File: config.mk
export PLATFORM = sky130hd
export DESIGN_NAME = jsonc_comment_comma_stripper_core
export DESIGN_NICKNAME = d
export VERILOG_FILES = /design/src/rtl/jccs_pkg.sv /design/src/rtl/jccs_ctrl.sv /design/src/rtl/jccs_dp.sv /design/src/rtl/jsonc_comment_comma_stripper_core.sv
export SDC_FILE = /design/constraint.sdc
export NUM_CORES = 1
export LEC_CHECK = 0
export BUFFER_PORTS_ARGS = -buffer_cell sky130_fd_sc_hd__buf_4
export CORE_ASPECT_RATIO = 1.2
export CORE_MARGIN = 2
export CORE_UTILIZATION = 50
export DETAILED_ROUTE_END_ITERATION = 10
export PLACE_DENSITY_LB_ADDON = 0.1
export RECOVER_POWER = 100
export SLEW_MARGIN = 20
export SYNTH_ARGS = -nofsm -noshare
export SYNTH_HDL_FRONTEND = slang
export SYNTH_SLANG_ARGS = --single-unit
File: constraint.sdc
create_clock -name clk -period 7.15 [get_ports clk]
set_input_delay 0.3575 -clock clk [delete_from_list [all_inputs] [get_ports clk]]
set_output_delay 0.3575 -clock clk [all_outputs]
set_load 0.02 [all_outputs]
File: src/rtl/jccs_pkg.sv
// ----------------------------------------------------------------------------
// jccs_pkg
// Shared constants, byte codes and controller/datapath interface types for
// the jsonc comment and trailing comma stripper.
// ----------------------------------------------------------------------------
package jccs_pkg;

    // default number of whitespace bytes held behind a comma
    localparam int HOLD_DEPTH_DEF = 16;

    // character codes
    localparam logic [7:0] CH_NL    = 8'h0A;
    localparam logic [7:0] CH_STAR  = 8'h2A;
    localparam logic [7:0] CH_SLASH = 8'h2F;
    localparam logic [7:0] CH_QUOTE = 8'h22;
    localparam logic [7:0] CH_BSL   = 8'h5C;
    localparam logic [7:0] CH_COMMA = 8'h2C;
    localparam logic [7:0] CH_RBRACE = 8'h7D;
    localparam logic [7:0] CH_RBRACK = 8'h5D;
    localparam logic [7:0] CH_SPACE = 8'h20;
    localparam logic [7:0] CH_TAB   = 8'h09;
    localparam logic [7:0] CH_CR    = 8'h0D;

    // lexer modes
    localparam logic [2:0] MODE_TEXT  = 3'd0;
    localparam logic [2:0] MODE_SLASH = 3'd1;
    localparam logic [2:0] MODE_LINE  = 3'd2;
    localparam logic [2:0] MODE_BLOCK = 3'd3;
    localparam logic [2:0] MODE_STAR  = 3'd4;
    localparam logic [2:0] MODE_STR   = 3'd5;
    localparam logic [2:0] MODE_ESC   = 3'd6;

    // source of an emitted byte
    localparam logic [1:0] SRC_HEAD  = 2'd0;
    localparam logic [1:0] SRC_COMMA = 2'd1;
    localparam logic [1:0] SRC_STORE = 2'd2;

    // commands from controller to datapath
    typedef struct packed {
        logic       load;        // take the input item, run the lexer
        logic       pop;         // drop the head pending byte
        logic       hold_comma;  // start holding a comma
        logic       store_space; // append head byte to whitespace store
        logic       emit;        // emit one byte
        logic [1:0] emit_src;    // which byte to emit
        logic       idx_inc;     // advance release index
        logic       rel_done;    // release finished, clear held comma
        logic       flush;       // close the item on the output side
    } cmd_t;

    // status from datapath to controller
    typedef struct packed {
        logic head_valid;
        logic head_space;
        logic head_close;
        logic head_comma;
        logic held;
        logic cnt_full;
        logic idx_done;
        logic last;
        logic emit_ok;
        logic flush_ok;
    } status_t;

endpackage

File: src/rtl/jccs_ctrl.sv
// ----------------------------------------------------------------------------
// jccs_ctrl
// Controller state machine: steps pending bytes through the comma stage,
// sequences comma releases and closes each item.
// ----------------------------------------------------------------------------
module jccs_ctrl
(
    input  logic              clk,
    input  logic              rst_n,
    input  logic              in_valid,
    output logic              in_ready,
    input  jccs_pkg::status_t st,
    output jccs_pkg::cmd_t    cmd
);

    localparam logic [2:0] S_IDLE   = 3'd0;
    localparam logic [2:0] S_CHAR   = 3'd1;
    localparam logic [2:0] S_RCOMMA = 3'd2;
    localparam logic [2:0] S_RSPACE = 3'd3;
    localparam logic [2:0] S_FLUSH  = 3'd4;

    logic [2:0] state_reg;
    logic [2:0] state_next;

    // state register
    always_ff @(posedge clk or negedge rst_n)
    begin
        if (!rst_n)
        begin
            state_reg <= S_IDLE;
        end
        else
        begin
            state_reg <= state_next;
        end
    end

    assign in_ready = (state_reg == S_IDLE);

    // next state and commands
    always_comb
    begin
        state_next = state_reg;
        cmd = '0;
        case (state_reg)
            S_IDLE:
            begin
                if (in_valid)
                begin
                    cmd.load = 1'b1;
                    state_next = S_CHAR;
                end
            end
            S_CHAR:
            begin
                if (!st.head_valid)
                begin
                    if (st.last && st.held)
                    begin
                        state_next = S_RCOMMA;
                    end
                    else
                    begin
                        state_next = S_FLUSH;
                    end
                end
                else if (st.held)
                begin
                    if (st.head_space && !st.cnt_full)
                    begin
                        cmd.store_space = 1'b1;
                        cmd.pop = 1'b1;
                    end
                    else if (st.head_close)
                    begin
                        state_next = S_RSPACE;
                    end
                    else
                    begin
                        state_next = S_RCOMMA;
                    end
                end
                else if (st.head_comma)
                begin
                    cmd.hold_comma = 1'b1;
                    cmd.pop = 1'b1;
                end
                else if (st.emit_ok)
                begin
                    cmd.emit = 1'b1;
                    cmd.emit_src = jccs_pkg::SRC_HEAD;
                    cmd.pop = 1'b1;
                end
            end
            S_RCOMMA:
            begin
                if (st.emit_ok)
                begin
                    cmd.emit = 1'b1;
                    cmd.emit_src = jccs_pkg::SRC_COMMA;
                    state_next = S_RSPACE;
                end
            end
            S_RSPACE:
            begin
                if (st.idx_done)
                begin
                    cmd.rel_done = 1'b1;
                    state_next = S_CHAR;
                end
                else if (st.emit_ok)
                begin
                    cmd.emit = 1'b1;
                    cmd.emit_src = jccs_pkg::SRC_STORE;
                    cmd.idx_inc = 1'b1;
                end
            end
            S_FLUSH:
            begin
                if (st.flush_ok)
                begin
                    cmd.flush = 1'b1;
                    state_next = S_IDLE;
                end
            end
            default:
            begin
                state_next = S_IDLE;
            end
        endcase
    end

endmodule

File: src/rtl/jccs_dp.sv
// ----------------------------------------------------------------------------
// jccs_dp
// Datapath: comment lexer, pending byte queue, held comma with whitespace
// store, one-byte lookahead for the end mark and the output register.
// ----------------------------------------------------------------------------
module jccs_dp
#(
    parameter int HOLD_DEPTH = jccs_pkg::HOLD_DEPTH_DEF
)
(
    input  logic              clk,
    input  logic              rst_n,
    input  logic [7:0]        in_byte,
    input  logic              in_last,
    input  jccs_pkg::cmd_t    cmd,
    output jccs_pkg::status_t st,
    output logic              out_valid,
    input  logic              out_ready,
    output logic [7:0]        out_byte,
    output logic              out_flag,
    output logic              out_last
);

    localparam int CNT_W = $clog2(HOLD_DEPTH + 1);
    localparam int IDX_W = (HOLD_DEPTH > 1) ? $clog2(HOLD_DEPTH) : 1;

    logic [2:0]       mode_reg;
    logic             q0v_reg;
    logic [7:0]       q0_reg;
    logic             q1v_reg;
    logic [7:0]       q1_reg;
    logic             last_reg;
    logic             held_reg;
    logic [CNT_W-1:0] cnt_reg;
    logic [CNT_W-1:0] idx_reg;
    logic [7:0]       store_reg [HOLD_DEPTH];
    logic             hv_reg;
    logic [7:0]       h_reg;
    logic             ov_reg;
    logic [7:0]       obyte_reg;
    logic             oflag_reg;
    logic             olast_reg;

    logic [2:0] mode_next;
    logic       c0v;
    logic [7:0] c0;
    logic       c1v;
    logic [7:0] c1;
    logic [7:0] emit_byte;
    logic       out_free;

    // lexer: bytes passed to the comma stage and the next mode
    always_comb
    begin
        c0v = 1'b0;
        c0 = in_byte;
        c1v = 1'b0;
        c1 = in_byte;
        mode_next = mode_reg;
        case (mode_reg)
            jccs_pkg::MODE_SLASH:
            begin
                if (in_byte == jccs_pkg::CH_SLASH)
                begin
                    mode_next = jccs_pkg::MODE_LINE;
                end
                else if (in_byte == jccs_pkg::CH_STAR)
                begin
                    mode_next = jccs_pkg::MODE_BLOCK;
                end
                else
                begin
                    c0v = 1'b1;
                    c0 = jccs_pkg::CH_SLASH;
                    c1v = 1'b1;
                    mode_next = (in_byte == jccs_pkg::CH_QUOTE) ? jccs_pkg::MODE_STR
                                                                : jccs_pkg::MODE_TEXT;
                end
            end
            jccs_pkg::MODE_LINE:
            begin
                if (in_byte == jccs_pkg::CH_NL)
                begin
                    c0v = 1'b1;
                    mode_next = jccs_pkg::MODE_TEXT;
                end
            end
            jccs_pkg::MODE_BLOCK:
            begin
                if (in_byte == jccs_pkg::CH_STAR)
                begin
                    mode_next = jccs_pkg::MODE_STAR;
                end
            end
            jccs_pkg::MODE_STAR:
            begin
                if (in_byte == jccs_pkg::CH_SLASH)
                begin
                    mode_next = jccs_pkg::MODE_TEXT;
                end
                else if (in_byte != jccs_pkg::CH_STAR)
                begin
                    mode_next = jccs_pkg::MODE_BLOCK;
                end
            end
            jccs_pkg::MODE_STR:
            begin
                c0v = 1'b1;
                if (in_byte == jccs_pkg::CH_BSL)
                begin
                    mode_next = jccs_pkg::MODE_ESC;
                end
                else if (in_byte == jccs_pkg::CH_QUOTE)
                begin
                    mode_next = jccs_pkg::MODE_TEXT;
                end
            end
            jccs_pkg::MODE_ESC:
            begin
                c0v = 1'b1;
                mode_next = jccs_pkg::MODE_STR;
            end
            default:
            begin
                if (in_byte == jccs_pkg::CH_SLASH)
                begin
                    mode_next = jccs_pkg::MODE_SLASH;
                end
                else
                begin
                    c0v = 1'b1;
                    mode_next = (in_byte == jccs_pkg::CH_QUOTE) ? jccs_pkg::MODE_STR
                                                                : jccs_pkg::MODE_TEXT;
                end
            end
        endcase
        // a slash still pending at end of text goes out as data
        if (in_last && (mode_next == jccs_pkg::MODE_SLASH))
        begin
            if (!c0v)
            begin
                c0v = 1'b1;
                c0 = jccs_pkg::CH_SLASH;
            end
            else
            begin
                c1v = 1'b1;
                c1 = jccs_pkg::CH_SLASH;
            end
        end
        if (in_last)
        begin
            mode_next = jccs_pkg::MODE_TEXT;
        end
    end

    // byte selection for emit
    always_comb
    begin
        case (cmd.emit_src)
            jccs_pkg::SRC_HEAD:  emit_byte = q0_reg;
            jccs_pkg::SRC_COMMA: emit_byte = jccs_pkg::CH_COMMA;
            jccs_pkg::SRC_STORE: emit_byte = store_reg[idx_reg[IDX_W-1:0]];
            default:             emit_byte = q0_reg;
        endcase
    end

    assign out_free = !ov_reg || out_ready;

    // status back to the controller
    always_comb
    begin
        st.head_valid = q0v_reg;
        st.head_space = (q0_reg == jccs_pkg::CH_SPACE) || (q0_reg == jccs_pkg::CH_TAB)
                     || (q0_reg == jccs_pkg::CH_CR) || (q0_reg == jccs_pkg::CH_NL);
        st.head_close = (q0_reg == jccs_pkg::CH_RBRACE) || (q0_reg == jccs_pkg::CH_RBRACK);
        st.head_comma = (q0_reg == jccs_pkg::CH_COMMA);
        st.held       = held_reg;
        st.cnt_full   = (cnt_reg == CNT_W'(HOLD_DEPTH));
        st.idx_done   = (idx_reg == cnt_reg);
        st.last       = last_reg;
        st.emit_ok    = !hv_reg || out_free;
        st.flush_ok   = out_free;
    end

    // control registers
    always_ff @(posedge clk or negedge rst_n)
    begin
        if (!rst_n)
        begin
            mode_reg <= jccs_pkg::MODE_TEXT;
            q0v_reg  <= 1'b0;
            q1v_reg  <= 1'b0;
            last_reg <= 1'b0;
            held_reg <= 1'b0;
            cnt_reg  <= '0;
            idx_reg  <= '0;
            hv_reg   <= 1'b0;
            ov_reg   <= 1'b0;
        end
        else
        begin
            if (cmd.load)
            begin
                mode_reg <= mode_next;
                q0v_reg  <= c0v;
                q1v_reg  <= c1v;
                last_reg <= in_last;
            end
            else if (cmd.pop)
            begin
                q0v_reg <= q1v_reg;
                q1v_reg <= 1'b0;
            end
            // held comma and its whitespace run
            if (cmd.hold_comma)
            begin
                held_reg <= 1'b1;
                cnt_reg  <= '0;
            end
            else if (cmd.store_space)
            begin
                cnt_reg <= cnt_reg + CNT_W'(1);
            end
            else if (cmd.rel_done)
            begin
                held_reg <= 1'b0;
                cnt_reg  <= '0;
            end
            if (cmd.rel_done)
            begin
                idx_reg <= '0;
            end
            else if (cmd.idx_inc)
            begin
                idx_reg <= idx_reg + CNT_W'(1);
            end
            // lookahead byte
            if (cmd.emit)
            begin
                hv_reg <= 1'b1;
            end
            else if (cmd.flush)
            begin
                hv_reg <= 1'b0;
            end
            // output register
            if ((cmd.emit && hv_reg) || (cmd.flush && (hv_reg || last_reg)))
            begin
                ov_reg <= 1'b1;
            end
            else if (out_ready)
            begin
                ov_reg <= 1'b0;
            end
        end
    end

    // payload registers
    always_ff @(posedge clk)
    begin
        if (cmd.load)
        begin
            q0_reg <= c0;
            q1_reg <= c1;
        end
        else if (cmd.pop)
        begin
            q0_reg <= q1_reg;
        end
        if (cmd.store_space)
        begin
            store_reg[cnt_reg[IDX_W-1:0]] <= q0_reg;
        end
        if (cmd.emit)
        begin
            h_reg <= emit_byte;
            if (hv_reg)
            begin
                obyte_reg <= h_reg;
                oflag_reg <= 1'b1;
                olast_reg <= 1'b0;
            end
        end
        else if (cmd.flush)
        begin
            if (hv_reg)
            begin
                obyte_reg <= h_reg;
                oflag_reg <= 1'b1;
            end
            else
            begin
                obyte_reg <= '0;
                oflag_reg <= 1'b0;
            end
            olast_reg <= last_reg;
        end
    end

    assign out_valid = ov_reg;
    assign out_byte  = obyte_reg;
    assign out_flag  = oflag_reg;
    assign out_last  = olast_reg;

endmodule

File: src/rtl/jsonc_comment_comma_stripper_core.sv
// ----------------------------------------------------------------------------
// jsonc_comment_comma_stripper_core
// Strips comments and trailing commas from a JSONC byte stream.
// ----------------------------------------------------------------------------
// Input channel s_axis: one raw text byte per item in tdata[7:0], tlast marks
// the final byte of a text. Output channel m_axis: one cleaned byte per item
// in tdata[7:0], tuser set when the byte carries data (clear only on a bare
// end marker), tlast on the final item caused by the last input byte.
// Line and block comments are removed (a line comment keeps its newline),
// strings pass untouched, and a comma followed only by whitespace and then
// '}' or ']' is dropped. Up to HOLD_DEPTH whitespace bytes are held behind a
// comma; a longer run releases the comma and passes on.
// Items are worked one at a time: a new byte is accepted only once the last
// one has passed the lexer and the comma stage, any comma release it caused
// is done and its item is closed; the controller steps one byte per cycle
// while the output is not stalled. A byte waits in the lookahead register
// until the next emit or the flush moves it to the output register. Reset
// returns to normal text mode with no comma held. A stalled receiver holds
// the output register; the block then waits, losing nothing.
// ----------------------------------------------------------------------------
module jsonc_comment_comma_stripper_core
#(
    parameter int HOLD_DEPTH = jccs_pkg::HOLD_DEPTH_DEF
)
(
    input  logic       clk,
    input  logic       rst_n,
    input  logic       s_axis_tvalid,
    output logic       s_axis_tready,
    input  logic [7:0] s_axis_tdata,  // [7:0] in_byte
    input  logic       s_axis_tlast,  // is_last
    output logic       m_axis_tvalid,
    input  logic       m_axis_tready,
    output logic [7:0] m_axis_tdata,  // [7:0] out_byte
    output logic       m_axis_tuser,  // byte_valid
    output logic       m_axis_tlast   // end_of_text
);

    jccs_pkg::cmd_t    cmd;
    jccs_pkg::status_t st;

    // controller
    jccs_ctrl u_ctrl
    (
        .clk      (clk),
        .rst_n    (rst_n),
        .in_valid (s_axis_tvalid),
        .in_ready (s_axis_tready),
        .st       (st),
        .cmd      (cmd)
    );

    // datapath
    jccs_dp
    #(
        .HOLD_DEPTH (HOLD_DEPTH)
    )
    u_dp
    (
        .clk       (clk),
        .rst_n     (rst_n),
        .in_byte   (s_axis_tdata),
        .in_last   (s_axis_tlast),
        .cmd       (cmd),
        .st        (st),
        .out_valid (m_axis_tvalid),
        .out_ready (m_axis_tready),
        .out_byte  (m_axis_tdata),
        .out_flag  (m_axis_tuser),
        .out_last  (m_axis_tlast)
    );

endmodule

# After elaboration in Yosys (flattened, before gate mapping)
# Memory sizes are Yosys's and may differ from the RTL's.
# Index checks and enable logic that the tools add are counted.
[op_classes] n_addsub=2 eq_ne=36 muxes=92 reduce_logical=28
[op_table] op="two-way mux 8 bit" n=13
[op_table] op="two-way mux 3 bit" n=24
[op_table] op="two-way mux 1 bit" n=41
[op_table] op="equality test 8 x 6 -> 1 bit (second input constant)" n=5
[op_table] op="equality test 8 x 4 -> 1 bit (second input constant)" n=4
[op_table] op="two-way mux 5 bit" n=5
[op_table] op="equality test 8 x 7 -> 1 bit (second input constant)" n=3
[op_table] op="case mux 3 bit (6 select lines)" n=1
[op_table] op="case mux 8 bit (2 select lines)" n=1
[op_table] op="case mux 3 bit (5 select lines)" n=1
[op_table] op="equality test 3 x 2 -> 1 bit (second input constant)" n=4
[op_table] op="equality test 3 bit (second input constant)" n=4
[op_table] op="adder 5 x 1 -> 5 bit (second input constant)" n=2
[op_table] op="nonzero test 2 bit" n=5
[op_table] op="equality test 3 x 1 -> 1 bit (second input constant)" n=3
[op_table] op="case mux 3 bit (3 select lines)" n=1
[op_table] op="logical OR 1 bit" n=8
[op_table] op="two-way mux 4 bit" n=2
[op_table] op="inequality test 2 bit (second input constant)" n=4
[op_table] op="inequality test 8 x 6 -> 1 bit (second input constant)" n=1
[op_table] op="two-way mux 6 bit" n=1
[op_table] op="inequality test 3 bit (second input constant)" n=2
[op_table] op="AND reduction 6 bit" n=1
[op_table] op="equality test 5 bit" n=1
[op_table] op="12 further kinds" n=21
[word_totals] regBits=56 mem_bits_rw=128 out_inout_bits=12 wordCells=175 n_memories=1
[memory_table] name="u_dp.store_reg" depth=16 width=8 rd=1 rd_clocked_by_memory_dff=0 wr=1 line_no="jccs_dp.sv:36" source="logic [7:0] store_reg [HOLD_DEPTH];"

# Logic depth before layout (Yosys ltp)
[depth] word_depth=12 ltp_mapped=8 mapped_depth_nobuf=7

# Modules after synthesis
# From an unflattened synthesis, not the netlist that was laid out.
[unflattened] cells_unflattened=518 hier_area_um2=8069.0
[modules_own_cells] mod="jccs_dp" instances=1 cells_each=474 area_each_um2=7714.9 seq_area_each_um2=5340.1
[modules_own_cells] mod="jccs_ctrl" instances=1 cells_each=44 area_each_um2=354.1 seq_area_each_um2=75.1

# Worst setup path after synthesis
# OpenSTA, ideal clock, no wires.
[synth_timing] path_kind="reg-to-reg" startpoint="register u_dp.q0_reg[4]" endpoint="memory u_dp.store_reg[3][0], enable pin" setup_ns=0.383 t_arrival_ns=2.354 required_time_ns=6.767 path_slack_ns=4.413 path_stages_with_launch=6 path_buffers=0 synth_period_minus_slack_ns=2.737 path_cell_list="edfxtp_1 > or3_1 > o21bai_1 > nor4_4 > nand2_1 > nor3_1"
[synth_via] elab_chain_cells=11 word_cells_on_any_way=14
[synth_lines] item="from (decl)" line_no="jccs_dp.sv:29" source="logic [7:0] q0_reg;"
[synth_lines] item="from (signal assigned)" line_no="jccs_dp.sv:269" source="q0_reg <= q1_reg;"
[synth_lines] item="equality test 8 x 6 -> 1 bit or equality test 8 x 4 -> 1 bit (tied branches)" line_no="jccs_dp.sv:174" source="st.head_space = (q0_reg == jccs_pkg::CH_SPACE) || (q0_reg == jccs_pkg::CH_TAB)"
[synth_lines] item="logical OR 1 bit" line_no="jccs_dp.sv:174"
[synth_lines] item="logical OR 1 bit" line_no="jccs_dp.sv:175" source="|| (q0_reg == jccs_pkg::CH_CR) || (q0_reg == jccs_pkg::CH_NL);"
[synth_lines] item="logical OR 1 bit *" line_no="jccs_dp.sv:175"
[synth_lines] item="logical AND 1 bit *" line_no="jccs_ctrl.sv:69" source="if (st.head_space && !st.cnt_full)"
[synth_lines] item="two-way mux 1 bit *" line_no="jccs_ctrl.sv:69"
[synth_lines] item="two-way mux 1 bit *" line_no="jccs_ctrl.sv:67" source="else if (st.held)"
[synth_lines] item="two-way mux 6 bit *" line_no="jccs_ctrl.sv:56" source="if (!st.head_valid)"
[synth_lines] item="two-way mux 3 bit *" line_no="jccs_ctrl.sv:45" source="case (state_reg)"
[synth_lines] item="two-way mux 1 bit *" line_no="jccs_dp.sv:271" source="if (cmd.store_space)"
[synth_lines] item="two-way mux 1 bit (not written as such) *" line_no="jccs_dp.sv:273" source="store_reg[cnt_reg[IDX_W-1:0]] <= q0_reg;"
[synth_lines] item="to (decl)" line_no="jccs_dp.sv:36"
# Every way passes the cells marked *; elsewhere a longest branch is shown, timed or not.

# Final worst setup path
[layout_timing] startpoint="register u_dp.idx_reg[1]" endpoint="register u_dp.h_reg[6], data pin"
[layout_via] elab_chain_cells=5 word_cells_on_any_way=7
[layout_lines] item="from (decl)" line_no="jccs_dp.sv:35" source="logic [CNT_W-1:0] idx_reg;"
[layout_lines] item="from (signal assigned)" line_no="jccs_dp.sv:236" source="idx_reg <= idx_reg + CNT_W'(1);"
[layout_lines] item="equality test 5 bit" line_no="jccs_dp.sv:180" source="st.idx_done = (idx_reg == cnt_reg);"
[layout_lines] item="two-way mux 4 bit" line_no="jccs_ctrl.sv:106" source="if (st.idx_done)"
[layout_lines] item="case mux 3 bit (3 select lines)" line_no="jccs_ctrl.sv:45"
[layout_lines] item="equality test 2 bit or equality test 2 x 1 -> 1 bit (tied branches)" line_no="jccs_dp.sv:160" source="case (cmd.emit_src)"
[layout_lines] item="case mux 8 bit (2 select lines) *" line_no="jccs_dp.sv:160"
[layout_lines] item="via u_dp.emit_byte[6]" line_no="jccs_dp.sv:49" source="logic [7:0] emit_byte;"
[layout_lines] item="to (signal assigned)" line_no="jccs_dp.sv:277" source="h_reg <= emit_byte;"
[layout_lines] item="to (decl)" line_no="jccs_dp.sv:38" source="logic [7:0] h_reg;"
# The timed path passes the listed nets; every way through them passes the cells marked *.
# A chain may end at the register's enable or synchronous reset.

==> metrics.txt <==
Slew Viols, Final=37; r2r worst-path depth=7; largest net degree at the start of global routing=37; Buffers on Ports=24; combinational cell fraction of total power=25.2%; Synth cell types=59; global placer's final weighted congestion=0.837; DIE WIDTH=120 um; sequential share of power=49.2%; first-pass GRT wire length=24700 um; fin crit share=58.4%; # DRC=0; clock power share=25.6%; Yosys warnings=0; clk slew on worst S/H paths=60 ps; initial antenna violation count=0; Layout area overhead=8.91%; hold-critical path endpoint=u_dp.mode_reg[0]; vias in the first global route=4398; worst-path cell chain=clkbuf_1, xnor2_1, nand3_1, o21ai_0, ha_1, nor2b_1, a22o_1; Hold Path Stages=2; Finished Layout Cells=772; FP Rows=51; grt total ovfl=0; Slew HR=-52.1%; Mapped Cells=538; minimum clock period=4180 ps; Root Buffer=clkbuf_16; reg2reg end=u_dp.h_reg[6]; First DRT Iteration DRCs=418; number of enable flip-flop cells after synthesis=162; clock tree buffer depth=2; share of layout cells above drive strength 1=13.0%; failing checks=capacitance limit, slew limit; per-cell routed wire length=20.7 um; Die H=143 um; Synth Register Bits=184; Synth area leaders=edfxtp_1 60%, mux4_2 10%, dfrtp_1 6.8%, nand2_1 1.8%, nor2_1 1.7%; RSZ-0062 raised after global routing=no; clock skew=8.57 ps; critical path class=reg -> reg; ys async rst share=12.0%; area leader, netlist=edfxtp_1; Detailed Routing Iterations Pass 1=5; Worst Min Path Start=s_axis_tlast; CTS tree=done; GRT Total Usage=19.6%; Worst Hold Class=in -> reg; antenna-violating nets left=0; Synth top area share=60.0%; most instantiated library cell after synthesis=edfxtp_1; Max IR drop VDD=0.000182 V; I/O Pins=25; r2r startpoint=u_dp.idx_reg[1]; Max Cap Viol=1; sw frac=31.6%; final net count=567; leakage power=0.00293 uW; die area=0.0172 mm^2; Setup crit end kind=flop; Main synth FF type=edfxtp_1; Arr. time, crit path=4460 ps; crit-path max cell delay=1620 ps; CTS Buf Count=17; Vias per Instance=5.79; status=complete, but fails checks; measured slew at the worst slew-check pin=2280 ps; mean post-synth cell area=15.1 um^2; Cells after DPL=739; post-synthesis sequential area ratio=66.8%; htree depth=4; clk sink count=184; ANT cells=0; hpwl dp=10600 um; CP max FO=36; post_cts resized=0; number of flip-flops under the largest register name=128; R2R Setup Slk=2970 ps; Setup violations, final=0; Req. time, crit path=7440 ps; final hold vios=0; post-route setup TNS=0 ps; Mapped Area=0.00810 mm^2; net load switching power=1020 uW; vias=4471; startpoint types=flop; initial core utilization=50.6%; Worst-Skew Late Latency=430 ps; core area=0.0160 mm^2; fmax=0.239 GHz; syn_nets=558; Total Routed Length=16000 um; internal power=2210 uW; top cells by count, synth=162 x edfxtp_1, 39 x nand2_1, 37 x mux4_2; critical path's slowest cell=clkbuf_1; PD cells=366 mW/mm^2
==> how the worst max path moves through the flow <==
| stage | startpoint | to | slack (ps) | depth (start not counted) |
|---|---|---|---|---|
| floorplan | u_dp.q0_reg[4] | u_dp.store_reg[3][0] | 4410 | 5 |
| global placement | u_dp.q0_reg[6] | u_dp.store_reg[3][2] | 3860 | 5 |
| detailed placement | u_dp.q0_reg[4] | u_dp.store_reg[3][2] | 3760 | 5 |
| CTS | u_dp.q0_reg[4] | u_dp.store_reg[0][5] | 3760 | 5 |
| global route | u_dp.idx_reg[1] | u_dp.h_reg[6] | 2600 | 7 |
| finish | u_dp.idx_reg[1] | u_dp.h_reg[6] | 2970 | 7 |
==> cell usage in the layout, fill, tap and decap left out, drive strengths merged, types with 11 or more instances in the layout <==
cell / n
nand2: 39
mux4: 37
clkbuf: 43
nand2b: 11
nor3: 18
dfrtp: 22
a22o: 13
edfxtp: 162
nand3: 15
a21oi: 11
o21ai: 16
nor2b: 19
inv: 13
nor2: 36
==> what timing repair did <==
action,4_1_cts,5_1_grt
hold buffers,1,0
endpoints found under the hold margin,22,0
setup buffers,0,0
==> critical path: cells and delay by family (launching register included) <==
kind,cells,cell delay [ps]
AOI/OAI and AO/OA,2,890
xor gates and xnor gates,1,240
adders and majority gates,1,470
buffers and inverters,1,1620
DFF,1,330
and+or+nand+nor,2,480
==> layer usage <==
| metal | vias to the layer above | track usage, % | routed length [um] |
|---|---|---|---|
| met5 | - | 0 | 0 |
| met1 | 2252 | 25.4 | 6840 |
| li1 | 2096 | - | - |
| met4 | 0 | 6.32 | 248 |
| met3 | 18 | 3.73 | 622 |
| met2 | 105 | 33.6 | 8270 |
==> layout make-up <==
class | instances | area [um^2]
fill | 1300 | 7190
sequential | 184 | 5420
multi-input combinational | 307 | 2470
clock buffer | 21 | 440
tap | 212 | 265
timing repair buffer | 27 | 123
clock inverter | 11 | 72.6
inverter | 10 | 37.5
==> stage by stage <==
step                      hold WS (ps)  total power [uW]  instance area, um^2  setup slack, ps  util (%)
after detailed placement           271              2470                 8410             3760      52.5
after global routing               127              3380                 8820             2600      55.1
after floorplan                   61.9              2170                 8100             4410         -
after global placement             264              2450                 8410             3860      52.5
after CTS                          126              3280                 8930             3760      55.8
final                              130              3230                 8820             2970      55.1
==> logic make-up (layout without fill, tap and decap cells) <==
family,Yosys count,count (layout),synth area share (%)
XOR/XNOR,5,5,0.541
AND/OR/NAND/NOR,180,180,12.0
buffers and inverters,47,69,2.38
adder cells (fa/ha/maj),7,7,1.08
flip-flops,184,184,66.8
AO/OA/AOI/OAI,74,74,6.39
multiplexers,41,41,10.8
==> power groups by stage <==
| stage | clock network, uW | registers, uW | logic (uW) |
|---|---|---|---|
| 2_1_floorplan | 0 | 1540 | 624 |
| 3_3_place_gp | 0 | 1600 | 849 |
| 3_5_place_dp | 0 | 1610 | 852 |
| 4_1_cts | 836 | 1590 | 855 |
| 5_1_grt | 874 | 1610 | 893 |
| 6_report | 826 | 1590 | 815 |
Power figures use the tool's default switching activity.
